===== src/hdl/zpd_pkg.sv =====
`default_nettype none
// ---------------------------------------------------------------------------
// zpd_pkg: shared definitions for the single-wire pulse decoder
// Widths, reset values of the limit registers, status and register codes.
// ---------------------------------------------------------------------------
package zpd_pkg;

   localparam int unsigned WIDTH_W         = 16;   // pulse width field
   localparam int unsigned RAW_W           = 16;   // assembled frame value
   localparam int unsigned POS_W           = 5;    // bit position counter
   localparam int unsigned TEMP_W          = 11;   // signed tenths of a degree
   localparam int unsigned CSR_INDEX_W     = 2;

   localparam int unsigned LAST_POSITION   = 16;
   localparam int unsigned PARITY_POSITION = 8;

   localparam logic [WIDTH_W-1:0] ONE_LIMIT_RST    = 16'd50;
   localparam logic [WIDTH_W-1:0] STROBE_LIMIT_RST = 16'd70;
   localparam logic [WIDTH_W-1:0] ERROR_LIMIT_RST  = 16'd150;

   // Scaling: value * 700 / 2047 - 100, where 2047 = 2**11 - 1
   localparam int unsigned SCALE_MUL   = 700;
   localparam int unsigned SCALE_SHIFT = 11;
   localparam int unsigned RAW_MAX     = (1 << SCALE_SHIFT) - 1;
   localparam int unsigned TEMP_OFFSET = 100;
   localparam int unsigned PROD_W      = 21;       // 2047 * 700 < 2**21

   typedef enum logic [1:0] {
      ST_DONE      = 2'd0,
      ST_PULSE_ERR = 2'd1,
      ST_RANGE_ERR = 2'd2
   } status_type;

   typedef enum logic [CSR_INDEX_W-1:0] {
      CSR_ONE_LIMIT    = 2'd0,
      CSR_STROBE_LIMIT = 2'd1,
      CSR_ERROR_LIMIT  = 2'd2
   } csr_index_type;

   typedef enum logic {
      KIND_START = 1'b0,
      KIND_PULSE = 1'b1
   } kind_type;

endpackage
`default_nettype wire


===== src/hdl/zacwire_pulse_decoder.sv =====
`default_nettype none
// ---------------------------------------------------------------------------
// zacwire_pulse_decoder: single-wire temperature sensor frame decoder
// Classifies captured low-pulse widths into bits, assembles the frame and
// reports the raw value with the temperature in tenths of a degree.
// ---------------------------------------------------------------------------
//  channel   direction  tdata / data                         tuser / index
//  req_      in         [15:0] pulse_width                   [0] kind
//  rsp_      out        [15:0] raw_value, [26:16] temp       [1:0] status
//  csr_      in         [15:0] limit value                   [1:0] register
//
//  A word is taken into the input register, then the decode logic updates the
//  state and, at a frame's end, the result register; one word per cycle unless stalled.
//  Throughput is set by the result register; it stalls only on rsp_tready.
//  Reset is synchronous; limits return to 50 / 70 / 150 and the decoder idles.
//  While a result waits, one more word is still taken into the input register.
// ---------------------------------------------------------------------------
module zacwire_pulse_decoder (
   input  wire logic                               clock,
   input  wire logic                               reset,

   input  wire logic                               req_tvalid,
   output logic                                    req_tready,
   input  wire logic [zpd_pkg::WIDTH_W-1:0]        req_tdata,   // [15:0] pulse_width
   input  wire logic                               req_tuser,   // [0] kind

   output logic                                    rsp_tvalid,
   input  wire logic                               rsp_tready,
   output logic [31:0]                             rsp_tdata,   // [15:0] raw_value,
                                                                // [26:16] temperature_tenths
   output logic [1:0]                              rsp_tuser,   // [1:0] status

   input  wire logic                               csr_valid,
   output logic                                    csr_ready,
   input  wire logic [zpd_pkg::CSR_INDEX_W-1:0]    csr_index,
   input  wire logic [zpd_pkg::WIDTH_W-1:0]        csr_data
);
   import zpd_pkg::*;

   // input register
   logic                        in_valid_ff;
   logic                        in_kind_ff;
   logic [WIDTH_W-1:0]          in_width_ff;

   // limits
   logic [WIDTH_W-1:0]          one_limit_ff;
   logic [WIDTH_W-1:0]          strobe_limit_ff;
   logic [WIDTH_W-1:0]          error_limit_ff;

   // decoder state
   logic                        armed_ff,  armed_in;
   logic [POS_W-1:0]            pos_ff,    pos_in;
   logic [RAW_W-1:0]            shift_ff,  shift_in;

   // result register
   logic                        rsp_valid_ff;
   status_type                  rsp_status_ff, rsp_status_in;
   logic [RAW_W-1:0]            rsp_raw_ff,    rsp_raw_in;
   logic signed [TEMP_W-1:0]    rsp_temp_ff,   rsp_temp_in;

   logic                        advance;
   logic                        rsp_load;
   logic [RAW_W-1:0]            shift_cand;
   logic signed [TEMP_W-1:0]    temp_scaled;

   assign advance    = in_valid_ff && (!rsp_valid_ff || rsp_tready);
   assign req_tready = !in_valid_ff || advance;
   assign csr_ready  = 1'b1;

   assign shift_cand = shift_ff | RAW_W'(in_width_ff < one_limit_ff);

   zpd_scale u_scale (
      .raw_value          (shift_cand[SCALE_SHIFT-1:0]),
      .temperature_tenths (temp_scaled)
   );

   always_comb begin
      armed_in      = armed_ff;
      pos_in        = pos_ff;
      shift_in      = shift_ff;
      rsp_load      = 1'b0;
      rsp_status_in = ST_DONE;
      rsp_raw_in    = shift_cand;
      rsp_temp_in   = '0;
      if (kind_type'(in_kind_ff) == KIND_START) begin
         armed_in = 1'b1;
         pos_in   = '0;
         shift_in = '0;
      end else if (armed_ff) begin
         if (pos_ff == POS_W'(PARITY_POSITION)) begin
            pos_in = pos_ff + 1'b1;               // skip parity bit
         end else if (in_width_ff > error_limit_ff) begin
            armed_in      = 1'b0;
            rsp_load      = 1'b1;
            rsp_status_in = ST_PULSE_ERR;
            rsp_raw_in    = '0;
         end else if (in_width_ff < one_limit_ff || in_width_ff >= strobe_limit_ff) begin
            if (pos_ff == POS_W'(LAST_POSITION)) begin
               armed_in = 1'b0;
               shift_in = shift_cand;
               rsp_load = 1'b1;
               if (shift_cand > RAW_W'(RAW_MAX)) begin
                  rsp_status_in = ST_RANGE_ERR;
               end else begin
                  rsp_temp_in = temp_scaled;
               end
            end else begin
               pos_in   = pos_ff + 1'b1;
               shift_in = {shift_cand[RAW_W-2:0], 1'b0};
            end
         end
      end
   end

   always_ff @(posedge clock) begin
      if (reset) begin
         in_valid_ff <= 1'b0;
      end else if (req_tready) begin
         in_valid_ff <= req_tvalid;
      end
   end

   always_ff @(posedge clock) begin
      if (req_tready && req_tvalid) begin
         in_kind_ff  <= req_tuser;
         in_width_ff <= req_tdata;
      end
   end

   always_ff @(posedge clock) begin
      if (reset) begin
         one_limit_ff    <= ONE_LIMIT_RST;
         strobe_limit_ff <= STROBE_LIMIT_RST;
         error_limit_ff  <= ERROR_LIMIT_RST;
      end else if (csr_valid) begin
         case (csr_index_type'(csr_index))
            CSR_ONE_LIMIT:    one_limit_ff    <= csr_data;
            CSR_STROBE_LIMIT: strobe_limit_ff <= csr_data;
            CSR_ERROR_LIMIT:  error_limit_ff  <= csr_data;
            default: ;                            // drop writes to unknown index
         endcase
      end
   end

   always_ff @(posedge clock) begin
      if (reset) begin
         armed_ff <= 1'b0;
         pos_ff   <= '0;
         shift_ff <= '0;
      end else if (advance) begin
         armed_ff <= armed_in;
         pos_ff   <= pos_in;
         shift_ff <= shift_in;
      end
   end

   always_ff @(posedge clock) begin
      if (reset) begin
         rsp_valid_ff <= 1'b0;
      end else if (advance && rsp_load) begin
         rsp_valid_ff <= 1'b1;
      end else if (rsp_tready) begin
         rsp_valid_ff <= 1'b0;
      end
   end

   always_ff @(posedge clock) begin
      if (advance && rsp_load) begin
         rsp_status_ff <= rsp_status_in;
         rsp_raw_ff    <= rsp_raw_in;
         rsp_temp_ff   <= rsp_temp_in;
      end
   end

   assign rsp_tvalid = rsp_valid_ff;
   assign rsp_tdata  = {5'b0, rsp_temp_ff, rsp_raw_ff};
   assign rsp_tuser  = rsp_status_ff;

   // a finished frame never carries a value outside the sensor range
   a_done_in_range: assert property (@(posedge clock) disable iff (reset)
      rsp_valid_ff && rsp_status_ff == ST_DONE |->
         rsp_raw_ff <= RAW_W'(RAW_MAX) &&
         rsp_temp_ff >= $signed(-TEMP_W'(TEMP_OFFSET)) &&
         rsp_temp_ff <= $signed(TEMP_W'(SCALE_MUL - TEMP_OFFSET)))
      else $error("done result out of range");

   a_err_zero_temp: assert property (@(posedge clock) disable iff (reset)
      rsp_valid_ff && rsp_status_ff != ST_DONE |-> rsp_temp_ff == '0)
      else $error("error result carries a temperature");

   // the decoder disarms only when it hands out a result
   a_disarm_with_result: assert property (@(posedge clock) disable iff (reset)
      $past(!reset) && $fell(armed_ff) |-> $past(advance && rsp_load))
      else $error("decoder disarmed without a result");

   // a held input word is not overwritten
   a_input_held: assert property (@(posedge clock) disable iff (reset)
      in_valid_ff && !advance |=> in_valid_ff && $stable(in_width_ff) && $stable(in_kind_ff))
      else $error("input register lost a word");

endmodule
`default_nettype wire


===== src/hdl/zpd_scale.sv =====
`default_nettype none
// ---------------------------------------------------------------------------
// zpd_scale: raw frame value to tenths of a degree
// Computes value * 700 / 2047 - 100 with truncation for values up to 2047.
// Division by 2**11 - 1 uses a shift, an end-around add and one correction.
// ---------------------------------------------------------------------------
module zpd_scale (
   input  wire logic        [zpd_pkg::SCALE_SHIFT-1:0] raw_value,
   output logic signed      [zpd_pkg::TEMP_W-1:0]      temperature_tenths
);
   import zpd_pkg::*;

   localparam int unsigned Q_W = PROD_W - SCALE_SHIFT;

   logic [PROD_W-1:0]      prod;
   logic [Q_W-1:0]         q_hi;
   logic [SCALE_SHIFT:0]   rem;
   logic [Q_W-1:0]         quot;

   always_comb begin
      prod = PROD_W'(raw_value) * PROD_W'(SCALE_MUL);
      q_hi = prod[PROD_W-1:SCALE_SHIFT];
      // x mod (2**n - 1) folds as low part plus high part; stays below twice the divisor
      rem  = (SCALE_SHIFT+1)'(prod[SCALE_SHIFT-1:0]) + (SCALE_SHIFT+1)'(q_hi);
      quot = q_hi + Q_W'(rem >= (SCALE_SHIFT+1)'(RAW_MAX));
      temperature_tenths = $signed(TEMP_W'(quot)) - $signed(TEMP_W'(TEMP_OFFSET));
   end

endmodule
`default_nettype wire


===== config.mk =====
export PLATFORM = sky130hd
export DESIGN_NAME = zacwire_pulse_decoder
export DESIGN_NICKNAME = d
export VERILOG_FILES = /design/src/hdl/zpd_pkg.sv /design/src/hdl/zacwire_pulse_decoder.sv /design/src/hdl/zpd_scale.sv
export SDC_FILE = /design/constraint.sdc
export NUM_CORES = 1
export LEC_CHECK = 0
export ABC_AREA = 0
export ABC_CLOCK_PERIOD_IN_PS = 20700
export BUFFER_PORTS_ARGS = -buffer_cell sky130_fd_sc_hd__buf_2
export CORE_ASPECT_RATIO = 1.75
export CORE_MARGIN = 4
export CORE_UTILIZATION = 45
export DETAILED_ROUTE_END_ITERATION = 10
export SETUP_SLACK_MARGIN = 0.2
export SLEW_MARGIN = 15
export SYNTH_ARGS = -nofsm -noshare
export SYNTH_HDL_FRONTEND = slang
export SYNTH_SLANG_ARGS = --single-unit
export TNS_END_PERCENT = 30

===== constraint.sdc =====
create_clock -name clock -period 20.7 [get_ports clock]
set_clock_uncertainty 0.15 [all_clocks]
set_input_delay 4.14 -clock clock [delete_from_list [all_inputs] [get_ports clock]]
set_output_delay 4.14 -clock clock [all_outputs]
set_load 0.02 [all_outputs]

# Word level (Yosys, flattened, before mapping)
# Cells that the tools add are included.
[classes] add_sub_neg=4 n_mul=1 magnitude_cmp=5 eq_ne=11 n_mux=34 bitwise_logic=5 reduce_logical=18
[ops] operator="2-to-1 mux 16 bit" count=10
[ops] operator="2-to-1 mux 5 bit" count=6
[ops] operator="multiplier 11 x 8 -> 19 bit, second input constant" count=1
[ops] operator="2-to-1 mux 1 bit" count=17
[ops] operator="greater-or-equal comparator 16 bit" count=1
[ops] operator="> comparator 16 x 11 -> 1 bit, second input constant" count=1
[ops] operator="> comparator 16 bit" count=1
[ops] operator="< comparator 16 bit" count=1
[ops] operator="bitwise OR 16 x 1 -> 16 bit" count=1
[ops] operator="adder 11 x 10 -> 12 bit" count=1
[ops] operator="greater-or-equal comparator 12 x 11 -> 1 bit, second input constant" count=1
[ops] operator="subtractor 10 x 7 -> 11 bit, second input constant" count=1
[ops] operator="adder 10 x 1 -> 10 bit" count=1
[ops] operator="AND reduction 5 bit" count=2
[ops] operator="OR reduction 7 bit" count=1
[ops] operator="!= test 3 bit, second input constant" count=2
[ops] operator="AND reduction 2 bit" count=3
[ops] operator="OR reduction 6 bit" count=1
[ops] operator="adder 5 x 1 -> 5 bit, second input constant" count=1
[ops] operator="equality test 5 x 4 -> 1 bit, second input constant" count=1
[ops] operator="equality test 5 bit, second input constant" count=1
[ops] operator="!= test 2 x 1 -> 1 bit, second input constant" count=2
[ops] operator="!= test 2 bit, second input constant" count=2
[ops] operator="inverter 1 bit" count=4
[ops] operator="other kinds (10)" count=15
[word_totals] ff_bits=118 in_bits=40 wordCells=92

# Logic depth before layout (Yosys ltp)
[depth] depth_word=9 ltp_mapped=44

# Hierarchy
# From an unflattened synthesis, not the netlist that was laid out.
[unflattened] cells_unflattened=913 area_unflattened_um2=8745.9
[by_module_without_submodules] module="zacwire_pulse_decoder" instances=1 cells_each=554 area_per_inst_um2=5615.4 seq_area_each_um2=2822.7
[by_module_without_submodules] module="zpd_scale" instances=1 cells_each=359 area_per_inst_um2=3130.5 seq_area_each_um2=0.0

# Worst setup path before layout
# No wires, ideal clock.
[synth_path] path_kind="reg-to-reg" from="register in_width_ff[9]" to="register rsp_temp_ff[8] (data pin)" setup_time_ns=0.266 arrival_time_ns=8.495 t_required_ns=20.284 setup_slack_ns=11.789 path_stages_with_launch=40 cell_sequence="edfxtp_1 -> ha_1 -> a21o_1 -> a21o_1 -> a21o_1 -> a211oi_1 -> o21ai_1 -> a31oi_1 -> or2_2 -> ha_1 -> inv_1 -> fa_1 -> fa_1 -> fa_1 -> inv_1 -> ha_1 -> and2_1 -> nor2b_1 -> (+4 left out) -> ha_1 -> a21oi_1 -> xnor2_1 -> nand3_1 -> a2111o_1 -> nor4_2 -> a32oi_1 -> nand3_1 -> ha_1 -> inv_1 -> nor2_1 -> xor2_1 -> inv_1 -> ha_1 -> a221oi_1 -> o32ai_1 -> xnor2_1 -> nor2_1"
[synth_between] elab_chain_len=7 word_cells_on_any_way=13
[synth_rtl] item="start: declaration" line="zacwire_pulse_decoder.sv:43" text="logic [WIDTH_W-1:0] in_width_ff;"
[synth_rtl] item="start signal: assignment" line="zacwire_pulse_decoder.sv:126" text="in_width_ff <= req_tdata;"
[synth_rtl] item="< comparator 16 bit" line="zacwire_pulse_decoder.sv:70, zacwire_pulse_decoder.sv:97"
[synth_rtl] item="bitwise OR 16 x 1 -> 16 bit" line="zacwire_pulse_decoder.sv:70" text="assign shift_cand = shift_ff | RAW_W'(in_width_ff < one_limit_ff);"
[synth_rtl] item="multiplier 11 x 8 -> 19 bit" line="zpd_scale.sv:21" text="prod = PROD_W'(raw_value) * PROD_W'(SCALE_MUL);"
[synth_rtl] item="adder 11 x 10 -> 12 bit" line="zpd_scale.sv:24" text="rem = (SCALE_SHIFT+1)'(prod[SCALE_SHIFT-1:0]) + (SCALE_SHIFT+1)'(q_hi);"
[synth_rtl] item="greater-or-equal comparator 12 x 11 -> 1 bit" line="zpd_scale.sv:25" text="quot = q_hi + Q_W'(rem >= (SCALE_SHIFT+1)'(RAW_MAX));"
[synth_rtl] item="adder 10 x 1 -> 10 bit" line="zpd_scale.sv:25"
[synth_rtl] item="subtractor 10 x 7 -> 11 bit" line="zpd_scale.sv:26" text="temperature_tenths = $signed(TEMP_W'(quot)) - $signed(TEMP_W'(TEMP_OFFSET));"
[synth_rtl] item="end signal: assignment" line="zacwire_pulse_decoder.sv:171" text="rsp_temp_ff <= rsp_temp_in;"
[synth_rtl] item="end: declaration" line="zacwire_pulse_decoder.sv:59" text="logic signed [TEMP_W-1:0] rsp_temp_ff, rsp_temp_in;"
# Parallel ways exist; a longest one is shown, timed or not.
# A chain may end at the register's enable or synchronous reset.

# Worst setup path in the final report
# Ends and elaborated chain as after synthesis.

==> impl_metrics.json <==
{
  "status": "completed",
  "ys_ff_latch": 118,
  "worstHoldStart": "error_limit_ff[11]$_SDFFE_PP0P_",
  "design.final.nets": 1165,
  "cp_data_arrival_time_ns": 9.88,
  "route.detailed.wl_per_inst_um": 16.5,
  "synth.cell_area_sq_mm": 0.00849,
  "grt_pass1_wl_mm": 33.0,
  "synth_edf_count": 46,
  "fraction_of_final_layout_cells_with_drive_strength_greater_than_1": 0.136,
  "holdCritPathClass": "reg2reg",
  "ctsLongestPathBuffers": 2,
  "report.final.setup_viol": 0,
  "seqCellArea_sq_mm": 0.00282,
  "crit_path_end_kind": "register",
  "critPathBufInv": 5,
  "placement_rows": 66,
  "cp-start-kind": "register",
  "post_cts.resized_instances": 0,
  "global_route.overflow_total": 0,
  "detail_route.drc_violations": 0,
  "grt_antenna_before_repair": 0,
  "timing.fmax_ghz": 0.101,
  "grtUsageTotal": 0.195,
  "report.power.total_mw": 0.589,
  "reg2reg_from": "in_width_ff[9]$_DFFE_PP_",
  "fp.coreArea_sq_mm": 0.0186,
  "drt_first_pass_iters": 4,
  "ant_nets": 0,
  "timing_worst_slew_pin_value_ns": 0.991,
  "final_period_minus_worst_setup_slack_ns": 9.89,
  "synthFlopType": "dfxtp_1",
  "timing.final.hold_violations": 0,
  "critical_path_s_top_delay_family": "adder cells",
  "slew-limit-headroom": 0.339,
  "drtIter0Drc": 229,
  "cts_htree_levels": 4,
  "worst_ir_drop_vdd_mv": 0.0540,
  "final_min_period_over_clock_period": 0.478,
  "max_stage_delay_ns": 0.55,
  "r2r_setup_slack_ns": 10.81,
  "cts_made_buffers": 17,
  "dieArea_sq_mm": 0.0212,
  "post_cts_buffers": 0,
  "total_leakage_power_nw": 4.20,
  "timing.critical_path.mode_cell": "ha_1",
  "maxCapViolations": 0,
  "boundaryPins": 77,
  "die_h_um": 190,
  "routed_via_density": 5.34,
  "grt_max_degree": 56,
  "clock_latency_ns": 0.41,
  "postSynthAreaPerCell_sq_um": 9.34,
  "synth-async-reset-ratio": 0,
  "detailed_place_hpwl_mm": 16.1,
  "drv_slew": 0,
  "clock_pin_slew_on_the_worst_setup_and_hold_paths_ns": 0.05,
  "area_growth_syn_to_layout_pct": 13.9,
  "antennaDiodeCount": 0,
  "initial_utilization": 0.457,
  "synth-warning-count": 0,
  "tritoncts": "done",
  "postRouteWirelength_mm": 20.3,
  "synth_seq_area_share": 0.333,
  "synth_cells": 909,
  "crit_fanout": 7,
  "crit_path_from": "in_width_ff[9]$_DFFE_PP_",
  "layout.filler_cells": 1785,
  "grt_setup_unrepaired": "no",
  "first_global_vias": 6696,
  "yosysUniqueCellTypes": 77,
  "multi_input_comb_area_sq_mm": 0.00509,
  "port-buffer-count": 70,
  "timing.setup.tns_ns": 0,
  "worst-setup-path-type": "reg2reg",
  "cp_slowest_cell": "fa_1",
  "clockRootBuffer": "clkbuf_16",
  "die_outline_width_um": 112,
  "postCtsHoldBufs": 0,
  "power_density_mw_per_mm2": 61.0,
  "timing.critical_path.required_ns": 20.69,
  "dr_total_vias": 6571,
  "routabilityCongestion": 0.886,
  "cts_num_sinks": 118
}
## state kept, by name, indices dropped and copies added, names as in the netlist
signal / cells
error_limit_ff: 16
in_width_ff: 16
one_limit_ff: 16
rsp_raw_ff: 16
shift_ff: 16
strobe_limit_ff: 16
rsp_temp_ff: 11
pos_ff: 5
rsp_tuser: 2
armed_ff: 1
in_kind_ff: 1
in_valid_ff: 1
rsp_tvalid: 1
## worst min-delay path: stages, from the launching register on
cell and delay (ns):
dfxtp_1 0.30, nand2_1 0.05, a21oi_1 0.05
## routing by layer
layer / GRT usage / vias to the layer above / wire length (um)
met1: 0.197 / 3141 / 7390
li1: - / 3271 / -
met2: 0.387 / 120 / 11700
met4: 0.0927 / 0 / 641
met5: 0 / - / 0
met3: 0.0239 / 39 / 491
## cell usage in the layout (no fill, tap or decap), types with 4 or more instances in the layout
cell type,n
a211o_1,10
a211oi_1,5
a21o_1,17
a21oi_1,71
a22o_1,16
and2_1,4
buf_2,70
buf_4,5
clkbuf_16,17
clkinvlp_4,5
conb_1,6
dfxtp_1,72
edfxtp_1,46
fa_1,34
ha_1,112
inv_1,127
nand2_1,97
nand2b_1,8
nand3_1,18
nand3b_1,5
nand4_1,8
nor2_1,56
nor2b_1,18
nor3_1,12
nor4_1,6
o211ai_1,6
o21ai_0,21
o21ai_1,4
or2_2,4
or3_1,9
xnor2_1,13
xor2_1,11
## metrics by stage
step                      hold slack, ns  instances  setup slack (ns)   util  instance area, sq um
after floorplan                    0.286        913             11.79      -                  8500
after global placement             0.291       1198             11.00  0.488                  9070
after detailed placement           0.297       1198             10.81  0.488                  9070
after CTS                          0.305       1230             10.78  0.520                  9660
after global routing               0.319       1230             10.16  0.520                  9660
final                              0.304       1230             10.81  0.520                  9660
## cells in the mapped netlist (3+ instances only)
master / count / area [sq um]
nor2b_1: 18 / 113
nor3b_1: 3 / 22.5
nand3b_1: 5 / 37.5
dfxtp_1: 72 / 1440
fa_1: 34 / 681
a21oi_1: 71 / 355
nand2_1: 97 / 364
or3_1: 9 / 56.3
o21ai_0: 21 / 105
nand2b_1: 8 / 50.1
a21o_1: 17 / 128
ha_1: 112 / 1400
and3b_1: 3 / 26.3
inv_1: 127 / 477
nand4_1: 8 / 50.1
nand3_1: 18 / 90.1
a211oi_1: 5 / 37.5
buf_4: 6 / 45.0
o211ai_1: 6 / 45.0
or2_2: 4 / 25.0
a221oi_1: 3 / 26.3
clkbuf_1: 19 / 71.3
a22o_1: 16 / 140
o22ai_1: 3 / 18.8
nor2_1: 56 / 210
a211o_1: 10 / 87.6
edfxtp_1: 46 / 1380
and3_1: 3 / 18.8
and2_1: 4 / 25.0
nor3_1: 13 / 65.1
nor4_1: 6 / 37.5
o21ai_1: 4 / 20.0
xnor2_1: 13 / 114
xor2_1: 11 / 96.3
o21a_1: 3 / 22.5
## power breakdown
| part | leakage (nW) | switching [mW] | internal, mW | total, mW |
|---|---|---|---|---|
| sequential | 0.985 | 0.00385 | 0.247 | 0.251 |
| clock | 0.275 | 0.107 | 0.181 | 0.288 |
| combinational | 2.94 | 0.0310 | 0.0202 | 0.0512 |
## worst paths after layout
path,end,depth (start not counted)
hold reg to reg,error_limit_ff[11]$_SDFFE_PP0P_,2
setup reg to reg,rsp_temp_ff[8]$_SDFFCE_PP0P_,39
hold / removal,error_limit_ff[11]$_SDFFE_PP0P_,2
setup / recovery,rsp_temp_ff[8]$_SDFFCE_PP0P_,39
## cell type report
class,instances,share of cell area
clock inverters,14,0.0157
clock buffers,18,0.0454
inverters,127,0.0493
multi-input cells,640,0.527
well taps,238,0.0308
repair buffers,75,0.0401
flip-flops and latches,118,0.292
## cell families (layout without fill, tap and decap cells)
| logic type | after synthesis | after routing | share of synthesized area |
|---|---|---|---|
| multiplexers | 3 | 3 | 0.00369 |
| buffers and inverters | 155 | 234 | 0.0715 |
| XOR/XNOR | 28 | 28 | 0.0338 |
| AO/OA/AOI/OAI | 190 | 190 | 0.158 |
| flip-flops | 118 | 118 | 0.333 |
| other | 2 | 6 | 0.000885 |
| AND/OR/NAND/NOR | 267 | 267 | 0.154 |
| adder cells (fa/ha/maj) | 146 | 146 | 0.245 |
(Power assumes the default switching activity.)
